--- config.mk ---
export PLATFORM = sky130hd
export DESIGN_NAME = mpca_queue
export DESIGN_NICKNAME = d
export VERILOG_FILES = /design/src/mpca_pkg.sv /design/src/mpca_queue.sv
export SDC_FILE = /design/constraint.sdc
export NUM_CORES = 1
export LEC_CHECK = 0
export BUFFER_PORTS_ARGS = -buffer_cell sky130_fd_sc_hd__buf_2
export CORE_AREA = 2 2 70 89
export DETAILED_ROUTE_END_ITERATION = 10
export DIE_AREA = 0 0 72 91
export PLACE_DENSITY = 0.64
export SKIP_LAST_GASP = 1
export SLEW_MARGIN = 15
export SYNTH_ARGS = -nofsm -noshare
export SYNTH_HDL_FRONTEND = slang
export SYNTH_SLANG_ARGS = --single-unit
export TNS_END_PERCENT = 20
--- constraint.sdc ---
create_clock -name clk_i -period 3.6 [get_ports clk_i]
set_input_delay 0 -clock clk_i [delete_from_list [all_inputs] [get_ports clk_i]]
set_output_delay 0 -clock clk_i [all_outputs]
set_load 0.05 [all_outputs]
--- src/mpca_pkg.sv ---
// Package for the masked pixel charge accumulator.
// Holds field widths, operation and register codes, the mask table and shared types.
package mpca_pkg;

  localparam int unsigned SUPER_COLUMNS = 16;
  localparam int unsigned PIXELS_PER_SP = 256;

  localparam int unsigned OP_W     = 2;
  localparam int unsigned SC_W     = 4;
  localparam int unsigned SP_W     = 4;
  localparam int unsigned PIX_W    = 8;
  localparam int unsigned CHARGE_W = 10;
  localparam int unsigned SUM_W    = 32;
  localparam int unsigned COUNT_W  = 24;
  localparam int unsigned EVENT_W  = 32;
  localparam int unsigned ENTRY_W  = SUM_W + COUNT_W;

  localparam int unsigned CFG_W     = 4;
  localparam int unsigned REG_IDX_W = 1;
  localparam logic [REG_IDX_W-1:0] REG_TARGET = 1'b0;
  localparam logic [REG_IDX_W-1:0] REG_STEP   = 1'b1;

  localparam logic [SP_W-1:0]    SP_CENTER = 4'd7;
  localparam logic [SUM_W-1:0]   SUM_MAX   = '1;
  localparam logic [COUNT_W-1:0] COUNT_MAX = '1;

  localparam int unsigned MASK_LEN = 16;
  localparam logic [PIX_W-1:0] MASK_POS [MASK_LEN] = '{
    8'd0, 8'd7, 8'd8, 8'd15, 8'd18, 8'd21, 8'd26, 8'd29,
    8'd33, 8'd36, 8'd43, 8'd46, 8'd51, 8'd54, 8'd57, 8'd60
  };

  localparam int unsigned QUEUE_DEPTH = 2;

  typedef enum logic [OP_W-1:0] {
    OP_HEADER = 2'd0,
    OP_HIT    = 2'd1,
    OP_READ   = 2'd2,
    OP_NONE   = 2'd3
  } op_e;

  typedef enum logic [1:0] {
    ST_CLEAR,
    ST_IDLE,
    ST_ACCESS
  } state_e;

  typedef struct packed {
    op_e                 kind;
    logic                bad;
    logic                hit;
    logic                rd_en;
    logic [SC_W-1:0]     sc;
    logic [PIX_W-1:0]    pixel;
    logic [CHARGE_W-1:0] charge;
  } item_t;

  typedef struct packed {
    logic clearing;
  } back_status_t;

endpackage

--- src/mpca_queue.sv ---
// Short queue of classified items between front end and back end.
// Depends on mpca_pkg.
module mpca_queue (
  input  logic            clk_i,
  input  logic            rst_ni,
  input  logic            push_i,
  input  mpca_pkg::item_t item_i,
  output logic            full_o,
  input  logic            pop_i,
  output logic            valid_o,
  output mpca_pkg::item_t head_o
);

  localparam int unsigned Depth = mpca_pkg::QUEUE_DEPTH;
  localparam int unsigned PtrW  = $clog2(Depth);

  mpca_pkg::item_t  slots_q [Depth];
  logic [PtrW-1:0]  wptr_q;
  logic [PtrW-1:0]  rptr_q;
  logic [PtrW:0]    count_q;

  assign full_o  = count_q == (PtrW+1)'(Depth);
  assign valid_o = count_q != '0;
  assign head_o  = slots_q[rptr_q];

  always_ff @(posedge clk_i) begin
    if (push_i) begin
      slots_q[wptr_q] <= item_i;
    end
  end

  always_ff @(posedge clk_i or negedge rst_ni) begin
    if (!rst_ni) begin
      wptr_q  <= '0;
      rptr_q  <= '0;
      count_q <= '0;
    end else begin
      if (push_i) begin
        wptr_q <= (wptr_q == PtrW'(Depth - 1)) ? '0 : wptr_q + 1'b1;
      end
      if (pop_i) begin
        rptr_q <= (rptr_q == PtrW'(Depth - 1)) ? '0 : rptr_q + 1'b1;
      end
      if (push_i && !pop_i) begin
        count_q <= count_q + 1'b1;
      end else if (pop_i && !push_i) begin
        count_q <= count_q - 1'b1;
      end
    end
  end

`ifndef ASSERT_OFF
  a_no_overflow: assert property (@(posedge clk_i) disable iff (!rst_ni)
    push_i |-> !full_o || pop_i)
    else $error("queue overflow");
  a_no_underflow: assert property (@(posedge clk_i) disable iff (!rst_ni)
    pop_i |-> valid_o)
    else $error("queue underflow");
`endif

endmodule

==> flow_metrics.env <==
export IMPL_design_die_area_um2=6550
export IMPL_drv_cap=0
export IMPL_initial_core_util_pct=39.2
export IMPL_internal_power_mw=1.58
export IMPL_fin_worst_skew_ps=3.07
export IMPL_critPathLaunchType="flop"
export IMPL_synth_net_count=132
export IMPL_drt_iter0_drc=39
export IMPL_required_ps=3600
export IMPL_rows=31
export IMPL_switching_power_mw=1.02
export IMPL_outcome="finished clean"
export IMPL_tns_ps=0
export IMPL_tightest_slew_ps=524
export IMPL_setup_viol=0
export IMPL_use_met2_pct=24.1
export IMPL_tritoncts="built"
export IMPL_slew_violations=0
export IMPL_grt_usage_pct=13.2
export IMPL_endpoint_kind="primary output"
export IMPL_drtAntennaViolNets=0
export IMPL_dr_pass1_iters=4
export IMPL_synth_compound_area_share_pct=0
export IMPL_drcViolationCount=0
export IMPL_grt_use_met3_pct=4.88
export IMPL_syn_to_final_growth_pct=38.1
export IMPL_clkTransAtPathRegs_ps=60
export IMPL_combPwrFrac_pct=42.0
export IMPL_clock_sinks=58
export IMPL_gp_congestion=0.607
export IMPL_synth_top_family_by_area="multiplexers"
export IMPL_clockBufferDepth=2
export IMPL_fin_crit_ps=1880
export IMPL_max_freq_ghz=0.532
export IMPL_total_power_mw=2.60
export IMPL_wire_per_inst_um=14.5
export IMPL_p_leak_nw=1.26
export IMPL_synth_xor_area_share_pct=1.96
export IMPL_grt_max_degree=20
export IMPL_dieHeight_um=91
export IMPL_yosys_area_share_simple_pct=1.29
export IMPL_synth_distinct_cells=14
export IMPL_muxShareOfSynthArea_pct=16.8
export IMPL_clk_latency_ps=310
export IMPL_synth_ff_latch_count=58
export IMPL_ios=60
export IMPL_synthAdderAreaFrac_pct=0.559
export IMPL_cts_made_buffers=9
export IMPL_antenna_found_initial=0
export IMPL_grt_busiest_layer="met2"
export IMPL_synthesis_area_um2=2240
export IMPL_fin_nets=233
export IMPL_grt_pass1_vias=1328
export IMPL_core_um2=5700
export IMPL_critPathKind="reg -> out"
export IMPL_cp_max_fo=19
export IMPL_via_count=1214
export IMPL_routed_wirelength_um=3940
export IMPL_grt_pass1_wl_um=6240
export IMPL_grt_util_met1_pct=12.8
export IMPL_synth_area_per_cell_um2=22.4
export IMPL_arrival_ps=1880
export IMPL_grt_ovfl_total=0
export IMPL_clkPwrFrac_pct=20.9
export IMPL_port_buffers=59
export IMPL_syn_inst=100
export IMPL_antenna_cells=0
export IMPL_hold_viol_final=0
export IMPL_hp_class="in -> reg"
export IMPL_via_per_inst=4.46
export IMPL_powerDensity_nw_per_um2=841
export IMPL_yosysSeqAreaShare_pct=77.0
export IMPL_switching_share_pct=39.2
export IMPL_seq_power_share_pct=37.2
export IMPL_fillCellCount=463
export IMPL_fin_crit_sh_pct=52.2
export IMPL_vdd_drop_max_uv=522
export IMPL_max_slew_margin_pct=64.9
export IMPL_drive_above_1_share_pct=51.0
export IMPL_rsz0062_at_grt="no"
export IMPL_ys_warn_count=0
export IMPL_dieWidth_um=72
export IMPL_cts_root_buf="clkbuf_8"
export IMPL_cts_htree_levels=3
==> layout make-up <==
type / count / area, um^2 / area share (%)
sequential: 58 / 1720 / 55.7
timing repair buffer: 93 / 628 / 20.3
multi-input combinational: 38 / 463 / 15.0
clock buffer: 14 / 183 / 5.91
tap: 66 / 82.6 / 2.67
clock inverter: 2 / 8.76 / 0.283
inverter: 1 / 3.75 / 0.121
==> power by group through the flow <==
stage | clock [mW] | combinational (mW) | sequential (mW)
CTS | 0.560 | 1.10 | 0.971
floorplan | 0 | 0.944 | 0.950
finish | 0.542 | 1.09 | 0.966
global route | 0.594 | 1.14 | 0.978
global placement | 0 | 1.06 | 0.968
detailed placement | 0 | 1.08 | 0.984
==> metal layers <==
layer | vias to the layer above | part of all wire [%]
li1 | 590 | -
met1 | 587 | 38
met2 | 33 | 57
met3 | 4 | 4.3
met4 | 0 | 0.91
met5 | - | 0
==> path summary, 6_finish.rpt <==
| path | start | end | slack, ps | cells after the start |
|---|---|---|---|---|
| max | rptr_q | head_o[5] | 1720 | 3 |
| min | item_i[0] | slots_q[0][0] | 410 | 2 |
| max reg2reg | wptr_q | slots_q[0][2] | 2050 | 2 |
| min reg2reg | count_q[1] | count_q[1] | 500 | 1 |
| max in group asynchronous | rst_ni | rptr_q | 2860 | 3 |
| min in group asynchronous | rst_ni | wptr_q | 570 | 3 |
==> worst max-delay path, stage by stage (launching register included) <==
cell     delay (ps)
dfrtp_1         580
buf_4           420
mux2_4          330
buf_2           210
==> flip-flops by register name, summed over array words and instances, names as in the netlist <==
signal,count
rptr_q,1
slots_q,54
count_q,2
wptr_q,1
==> cells by family after synthesis <==
logic type,after synthesis
AND/OR/NAND/NOR,5
buffers and inverters,4
flip-flops,58
XOR/XNOR,5
adder cells (fa/ha/maj),1
multiplexers,27
==> metrics by stage <==
step           hold slack [ps]  util (%)  std cells  setup slack, ps  instance area [um^2]
2_1_floorplan             -296         -        100             1560                  2240
3_3_place_gp              -192      45.4        225             2090                  2590
3_5_place_dp              -189      45.4        225             2020                  2590
4_1_cts                    389      54.2        272             1650                  3090
5_1_grt                    392      54.2        272             1640                  3090
6_report                   410      54.2        272             1720                  3090
==> timing repair <==
action | in CTS | in global routing
hold buffers | 31 | 0
setup buffers | 0 | 0
hold endpoints to repair | 60 | 0
endpoints found under the setup margin | 0 | 0
gates resized for setup | 0 | 0
==> cells in the mapped netlist <==
master / number / area, um^2
buf_6: 1 / 11.3
or2_2: 1 / 6.26
ha_1: 1 / 12.5
mux2_2: 8 / 90.1
edfxtp_1: 54 / 1620
and2_1: 1 / 6.26
xor2_1: 4 / 35.0
buf_12: 2 / 40.0
inv_1: 1 / 3.75
mux2_4: 19 / 285
xnor2_1: 1 / 8.76
nor2_1: 1 / 3.75
dfrtp_1: 4 / 100
nor2b_1: 2 / 12.5
==> layout by cell type, fill, tap and decap left out <==
cell and count:
buf_2 59, mux2_4 19, and2_1 1, nor2b_2 1, mux2_2 8, nor2_1 1, clkbuf_8 13, inv_1 1
clkinv_2 1, nor2b_1 1, dlygate4sd3_1 31, edfxtp_1 54, or2_2 1, xor2_1 4, buf_4 3, clkbuf_1 1
dfrtp_1 4, ha_1 1, xnor2_1 1, clkinv_1 1
Note: power is estimated with default switching activity, not from simulation.
