`src/mpca_pkg.sv`:
```
// Package for the masked pixel charge accumulator.
// Holds field widths, operation and register codes, the mask table and shared types.
package mpca_pkg;

  localparam int unsigned SUPER_COLUMNS = 16;
  localparam int unsigned PIXELS_PER_SP = 256;

  localparam int unsigned OP_W     = 2;
  localparam int unsigned SC_W     = 4;
  localparam int unsigned SP_W     = 4;
  localparam int unsigned PIX_W    = 8;
  localparam int unsigned CHARGE_W = 10;
  localparam int unsigned SUM_W    = 32;
  localparam int unsigned COUNT_W  = 24;
  localparam int unsigned EVENT_W  = 32;
  localparam int unsigned ENTRY_W  = SUM_W + COUNT_W;

  localparam int unsigned CFG_W     = 4;
  localparam int unsigned REG_IDX_W = 1;
  localparam logic [REG_IDX_W-1:0] REG_TARGET = 1'b0;
  localparam logic [REG_IDX_W-1:0] REG_STEP   = 1'b1;

  localparam logic [SP_W-1:0]    SP_CENTER = 4'd7;
  localparam logic [SUM_W-1:0]   SUM_MAX   = '1;
  localparam logic [COUNT_W-1:0] COUNT_MAX = '1;

  localparam int unsigned MASK_LEN = 16;
  localparam logic [PIX_W-1:0] MASK_POS [MASK_LEN] = '{
    8'd0, 8'd7, 8'd8, 8'd15, 8'd18, 8'd21, 8'd26, 8'd29,
    8'd33, 8'd36, 8'd43, 8'd46, 8'd51, 8'd54, 8'd57, 8'd60
  };

  localparam int unsigned QUEUE_DEPTH = 2;

  typedef enum logic [OP_W-1:0] {
    OP_HEADER = 2'd0,
    OP_HIT    = 2'd1,
    OP_READ   = 2'd2,
    OP_NONE   = 2'd3
  } op_e;

  typedef enum logic [1:0] {
    ST_CLEAR,
    ST_IDLE,
    ST_ACCESS
  } state_e;

  typedef struct packed {
    op_e                 kind;
    logic                bad;
    logic                hit;
    logic                rd_en;
    logic [SC_W-1:0]     sc;
    logic [PIX_W-1:0]    pixel;
    logic [CHARGE_W-1:0] charge;
  } item_t;

  typedef struct packed {
    logic clearing;
  } back_status_t;

endpackage

```
`src/mpca_if.sv`:
```
// Handshake interfaces for the input and result channels of the accumulator.
// Field widths come from mpca_pkg.
interface mpca_in_if;
  logic                              valid;
  logic                              ready;
  logic [mpca_pkg::OP_W-1:0]         operation;
  logic                              bad_event;
  logic [mpca_pkg::SC_W-1:0]         super_column;
  logic [mpca_pkg::SP_W-1:0]         raw_superpixel;
  logic [mpca_pkg::PIX_W-1:0]        pixel_index;
  logic [mpca_pkg::CHARGE_W-1:0]     adc_charge;

  modport source (
    output valid, operation, bad_event, super_column, raw_superpixel, pixel_index,
    adc_charge,
    input  ready
  );
  modport sink (
    input  valid, operation, bad_event, super_column, raw_superpixel, pixel_index,
    adc_charge,
    output ready
  );
endinterface


```
`src/mpca_front.sv`:
```
// Front end: takes input words, holds configuration and the skip flag, classifies hits.
// Depends on mpca_pkg and mpca_in_if.
module mpca_front #(
  parameter int unsigned SuperColumns = mpca_pkg::SUPER_COLUMNS
) (
  input  logic                             clk_i,
  input  logic                             rst_ni,
  mpca_in_if.sink                          in_i,
  input  logic                             cfg_we_i,
  input  logic [mpca_pkg::REG_IDX_W-1:0]   cfg_index_i,
  input  logic [mpca_pkg::CFG_W-1:0]       cfg_data_i,
  input  mpca_pkg::back_status_t           status_i,
  input  logic                             full_i,
  output logic                             push_o,
  output mpca_pkg::item_t                  item_o
);

  logic [mpca_pkg::SP_W-1:0]  target_q;
  logic [mpca_pkg::CFG_W-1:0] step_q;
  logic                       skip_q;

  mpca_pkg::op_e              op;
  logic                       sc_ok;
  logic [mpca_pkg::SP_W-1:0]  sp;
  logic [mpca_pkg::PIX_W-1:0] mapped;
  logic [mpca_pkg::PIX_W-1:0] shift;
  logic                       in_mask;

  assign in_i.ready = !status_i.clearing && !full_i;
  assign push_o     = in_i.valid && in_i.ready;

  always_comb begin
    op     = mpca_pkg::op_e'(in_i.operation);
    sc_ok  = 7'(in_i.super_column) < 7'(SuperColumns);
    sp     = (in_i.raw_superpixel >= mpca_pkg::SP_CENTER) ?
             in_i.raw_superpixel - mpca_pkg::SP_CENTER :
             mpca_pkg::SP_CENTER - in_i.raw_superpixel;
    mapped = {~in_i.pixel_index[7:4], in_i.pixel_index[3:0]};
    shift  = {step_q, 4'b0000};
    in_mask = 1'b0;
    for (int k = 0; k < mpca_pkg::MASK_LEN; k++) begin
      if (8'(mpca_pkg::MASK_POS[k] + shift) == mapped) begin
        in_mask = 1'b1;
      end
    end
  end

  always_comb begin
    item_o.kind   = op;
    item_o.bad    = in_i.bad_event;
    item_o.sc     = in_i.super_column;
    item_o.charge = in_i.adc_charge;
    item_o.pixel  = in_i.pixel_index;
    item_o.hit    = 1'b0;
    item_o.rd_en  = 1'b0;
    case (op)
      mpca_pkg::OP_HIT: begin
        item_o.pixel = mapped;
        item_o.hit   = !skip_q && sc_ok && (sp == target_q) && in_mask;
      end
      mpca_pkg::OP_READ: begin
        item_o.rd_en = sc_ok;
      end
      default: begin
      end
    endcase
  end

  always_ff @(posedge clk_i or negedge rst_ni) begin
    if (!rst_ni) begin
      target_q <= '0;
      step_q   <= '0;
      skip_q   <= 1'b0;
    end else begin
      if (cfg_we_i) begin
        case (cfg_index_i)
          mpca_pkg::REG_TARGET: target_q <= cfg_data_i;
          mpca_pkg::REG_STEP:   step_q   <= cfg_data_i;
          default: begin
          end
        endcase
      end
      if (push_o && op == mpca_pkg::OP_HEADER) begin
        skip_q <= in_i.bad_event;
      end
    end
  end

endmodule

```
`src/flat_wrapper.sv`:
```
// flat-port wrapper written by rule: the top's interface ports become plain ports
module mpca_front_flat 
#(
  parameter int unsigned SuperColumns = mpca_pkg::SUPER_COLUMNS
)
  (clk_i, rst_ni, cfg_we_i, cfg_index_i, cfg_data_i, status_i, full_i, push_o, item_o, in_i_valid, in_i_operation, in_i_bad_event, in_i_super_column, in_i_raw_superpixel, in_i_pixel_index, in_i_adc_charge, in_i_ready);
  mpca_in_if in_i_i ();
  input  logic clk_i;
  input  logic rst_ni;
  input  logic cfg_we_i;
  input  logic [mpca_pkg::REG_IDX_W-1:0] cfg_index_i;
  input  logic [mpca_pkg::CFG_W-1:0] cfg_data_i;
  input  mpca_pkg::back_status_t status_i;
  input  logic full_i;
  output logic push_o;
  output mpca_pkg::item_t item_o;
  input wire logic [$bits(in_i_i.valid)-1:0] in_i_valid;
  input wire logic [$bits(in_i_i.operation)-1:0] in_i_operation;
  input wire logic [$bits(in_i_i.bad_event)-1:0] in_i_bad_event;
  input wire logic [$bits(in_i_i.super_column)-1:0] in_i_super_column;
  input wire logic [$bits(in_i_i.raw_superpixel)-1:0] in_i_raw_superpixel;
  input wire logic [$bits(in_i_i.pixel_index)-1:0] in_i_pixel_index;
  input wire logic [$bits(in_i_i.adc_charge)-1:0] in_i_adc_charge;
  output wire logic [$bits(in_i_i.ready)-1:0] in_i_ready;
  assign in_i_i.valid = in_i_valid;
  assign in_i_i.operation = in_i_operation;
  assign in_i_i.bad_event = in_i_bad_event;
  assign in_i_i.super_column = in_i_super_column;
  assign in_i_i.raw_superpixel = in_i_raw_superpixel;
  assign in_i_i.pixel_index = in_i_pixel_index;
  assign in_i_i.adc_charge = in_i_adc_charge;
  assign in_i_ready = in_i_i.ready;
  mpca_front #(.SuperColumns(SuperColumns)) u_core (.clk_i(clk_i), .rst_ni(rst_ni), .in_i(in_i_i), .cfg_we_i(cfg_we_i), .cfg_index_i(cfg_index_i), .cfg_data_i(cfg_data_i), .status_i(status_i), .full_i(full_i), .push_o(push_o), .item_o(item_o));
endmodule
```
`config.mk`:
```
export PLATFORM = sky130hd
export DESIGN_NAME = mpca_front_flat
export DESIGN_NICKNAME = d
export VERILOG_FILES = /design/src/mpca_pkg.sv /design/src/mpca_if.sv /design/src/mpca_front.sv /design/src/flat_wrapper.sv
export SDC_FILE = /design/constraint.sdc
export NUM_CORES = 1
export LEC_CHECK = 0
export BUFFER_PORTS_ARGS = -buffer_cell sky130_fd_sc_hd__buf_2
export CORE_AREA = 2 2 46 57
export DETAILED_ROUTE_END_ITERATION = 16
export DIE_AREA = 0 0 48 59
export PLACE_DENSITY = 0.82
export SLEW_MARGIN = 20
export SYNTH_ARGS = -nofsm -noshare
export SYNTH_HDL_FRONTEND = slang
export SYNTH_SLANG_ARGS = --single-unit
```
`constraint.sdc`:
```
create_clock -name clk_i -period 5.45 [get_ports clk_i]
set_input_delay 1.09 -clock clk_i [delete_from_list [all_inputs] [get_ports clk_i]]
set_output_delay 1.09 -clock clk_i [all_outputs]
set_load 0.02 [all_outputs]
```
==> reports/metrics.cfg <==
[run_status]
status = complete, no violations

[route]
first_pass_iters = 4
wl_um = 1780
antenna_left = 0
via_per_inst = 4.81
num_vias = 740
drtIter0Drc = 7
wire_per_inst_um = 11.6
drc = 0

[global_route]
grt_overflow = 0
grt_pass1_wl_um = 2610
grt_pass1_vias = 692
antenna_found_initial = 0
grt_max_degree = 10
track_usage = 0.128

[sta]
maxSlewViolCount = 0
max_slew_margin = 0.719
hold_viol_final = 0
finalCriticalPeriod_ns = 3.71
clock_skew_ns = 0
post-route-period-util = 0.681
tns_ns = 0
rsz0062_at_grt = no
setup_ws_ns = 1.74
worst_pin_slew_ns = 0.421
setup_violations = 0
max_freq_ghz = 0.269

[power_and_ir_drop]
p_sw_uw = 82.4
clockPowerShare = 0.208
p_per_area_nw_per_um2 = 221
switching_share = 0.350
p_int_uw = 153
pwr-share-seq = 0.374
leakage_nw = 0.495
p_comb_frac = 0.418
ir_worst_vdd_v = 0.000161

[yosys]
ys_ff_latch = 9
synth_top_area_share = 0.235
syn_nets = 146
yosys.area.top_type = dfrtp_1
synth_cell_type_count = 28
avgSynthCellArea_um2 = 9.50
ys_top_cells_by_area = dfrtp_1 23%, buf_4 16%, mux2_2 11%, xnor2_1 10%, xor2_1 8.2%
yosysSeqAreaShare = 0.235
synthCells = 101
yosys_warnings = 0
syn_area_um2 = 960

[clock_network]
hold_buffers = 0
cts_tree = done
cts_root_buf = clkbuf_4
cts_setup_buffers = 0
clk_pin_slew_worst_paths_ns = 0.05
cts_buffers = 3
cts_max_path_buffers = 2
clkSinkCount = 9
htreeDepth = 1
clock_latency_ns = 0.25
post_cts_resize_count = 0

[critical_path]
cp-end-kind = output port
critPathKind = in2out
required_ns = 4.36
critPathLaunchType = input port
cp_max_fo = 6
arrival_ns = 2.62

[final_layout]
regArea_um2 = 225
instances_no_fill = 154
final_common_cell = buf_2
n_fill_cell = 214
layout_common_cells = 40 x buf_2, 11 x xnor2_1, 9 x xor2_1, 9 x mux2_2, 9 x dfrtp_1
area_delta_synth_final_pct = 10.8
design_area_um2 = 1060
final_nets = 169
multi_input_area_um2 = 562
diodes = 0
drive_gt1_frac = 0.455

[placement]
dp_hpwl_um = 1620
place_ws_ns = 1.71
gp_routability_congestion = 0.822
placed_area_um2 = 1040
placed_cells = 150
io_buffers = 40

[floorplan]
coreArea_um2 = 2260
pin_count = 69
die_h_um = 59
die-width_um = 48
num_rows = 19
fp.dieArea_um2 = 2830
initial_utilization = 0.425

[worst_hold_path]
hold_class = reg2reg

[job]
max-cap-violations = 0

==> critical path, stage by stage <==
cell and delay (ns):
buf_2 0.13, or3_1 0.38, a2111oi_2 0.35, a31oi_1 0.09, a2111oi_2 0.36, buf_2 0.22
==> cells by family after synthesis <==
kind of cell	synth area share
AO/OA/AOI/OAI	0.0952
XOR/XNOR	0.199
adder cells (fa/ha/maj)	0.0652
buffers and inverters	0.180
flip-flops	0.235
multiplexers	0.106
AND/OR/NAND/NOR	0.120
==> power by group through the flow <==
| stage | Combinational (mW) | Clock [mW] | Sequential, mW |
|---|---|---|---|
| after floorplan | 0.0891 | 0 | 0.0861 |
| after global placement | 0.0964 | 0 | 0.0886 |
| after detailed placement | 0.0999 | 0 | 0.0897 |
| after CTS | 0.100 | 0.0517 | 0.0885 |
| after global routing | 0.108 | 0.0551 | 0.0901 |
| final | 0.0985 | 0.0490 | 0.0881 |
==> state kept, by name, summed over array words and instances (netlist names) <==
register	count
u_core.target_q	4
u_core.skip_q	1
u_core.step_q	4
==> final timing paths <==
check / slack (ns) / to / depth (start not counted) / from
worst min-delay path: 0.52 / u_core.skip_q / 1 / u_core.skip_q
min in group asynchronous: 0.67 / u_core.step_q[2] / 1 / rst_ni
worst min register to register: 0.52 / u_core.skip_q / 1 / u_core.skip_q
max in group asynchronous: 4.60 / u_core.target_q[3] / 1 / rst_ni
worst max-delay path: 1.74 / item_o[23] / 6 / in_i_pixel_index[0]
worst max register to register: 4.61 / u_core.step_q[0] / 1 / u_core.step_q[0]
==> synth_stat cells (all sizes together) <==
cell type   n
buf        21
xnor2      12
dfrtp       9
mux2        9
xor2        9
ha          5
nand2       4
a2111oi     3
a21oi       3
inv         3
nor2        3
nor2b       3
a31oi       2
nor4b       2
o21ai       2
a211oi      1
and2        1
and3        1
and3b       1
clkbuf      1
nand2b      1
nand3       1
nor3        1
nor3b       1
o211ai      1
or3         1
==> routing by layer <==
metal,global-route usage,routed length [um],up-vias
li1,-,-,375
met1,0.134,691,328
met2,0.223,950,29
met3,0.0122,84,8
met4,0.0927,52,0
met5,0,0,-
==> layout make-up <==
type,instances,area share
tap,31,0.0365
multi-input combinational,67,0.528
sequential,9,0.212
clock buffer,4,0.0247
inverter,3,0.0106
timing repair buffer,40,0.188
==> metrics by stage <==
| step | hold WS (ns) | total power [mW] | utilization |
|---|---|---|---|
| 6_report | 0.518 | 0.236 | 0.471 |
| 3_5_place_dp | 0.511 | 0.190 | 0.459 |
| 4_1_cts | 0.523 | 0.240 | 0.471 |
| 2_1_floorplan | 0.475 | 0.175 | - |
| 3_3_place_gp | 0.503 | 0.185 | 0.459 |
| 5_1_grt | 0.539 | 0.254 | 0.471 |
Note: power is estimated with default switching activity, not from simulation.
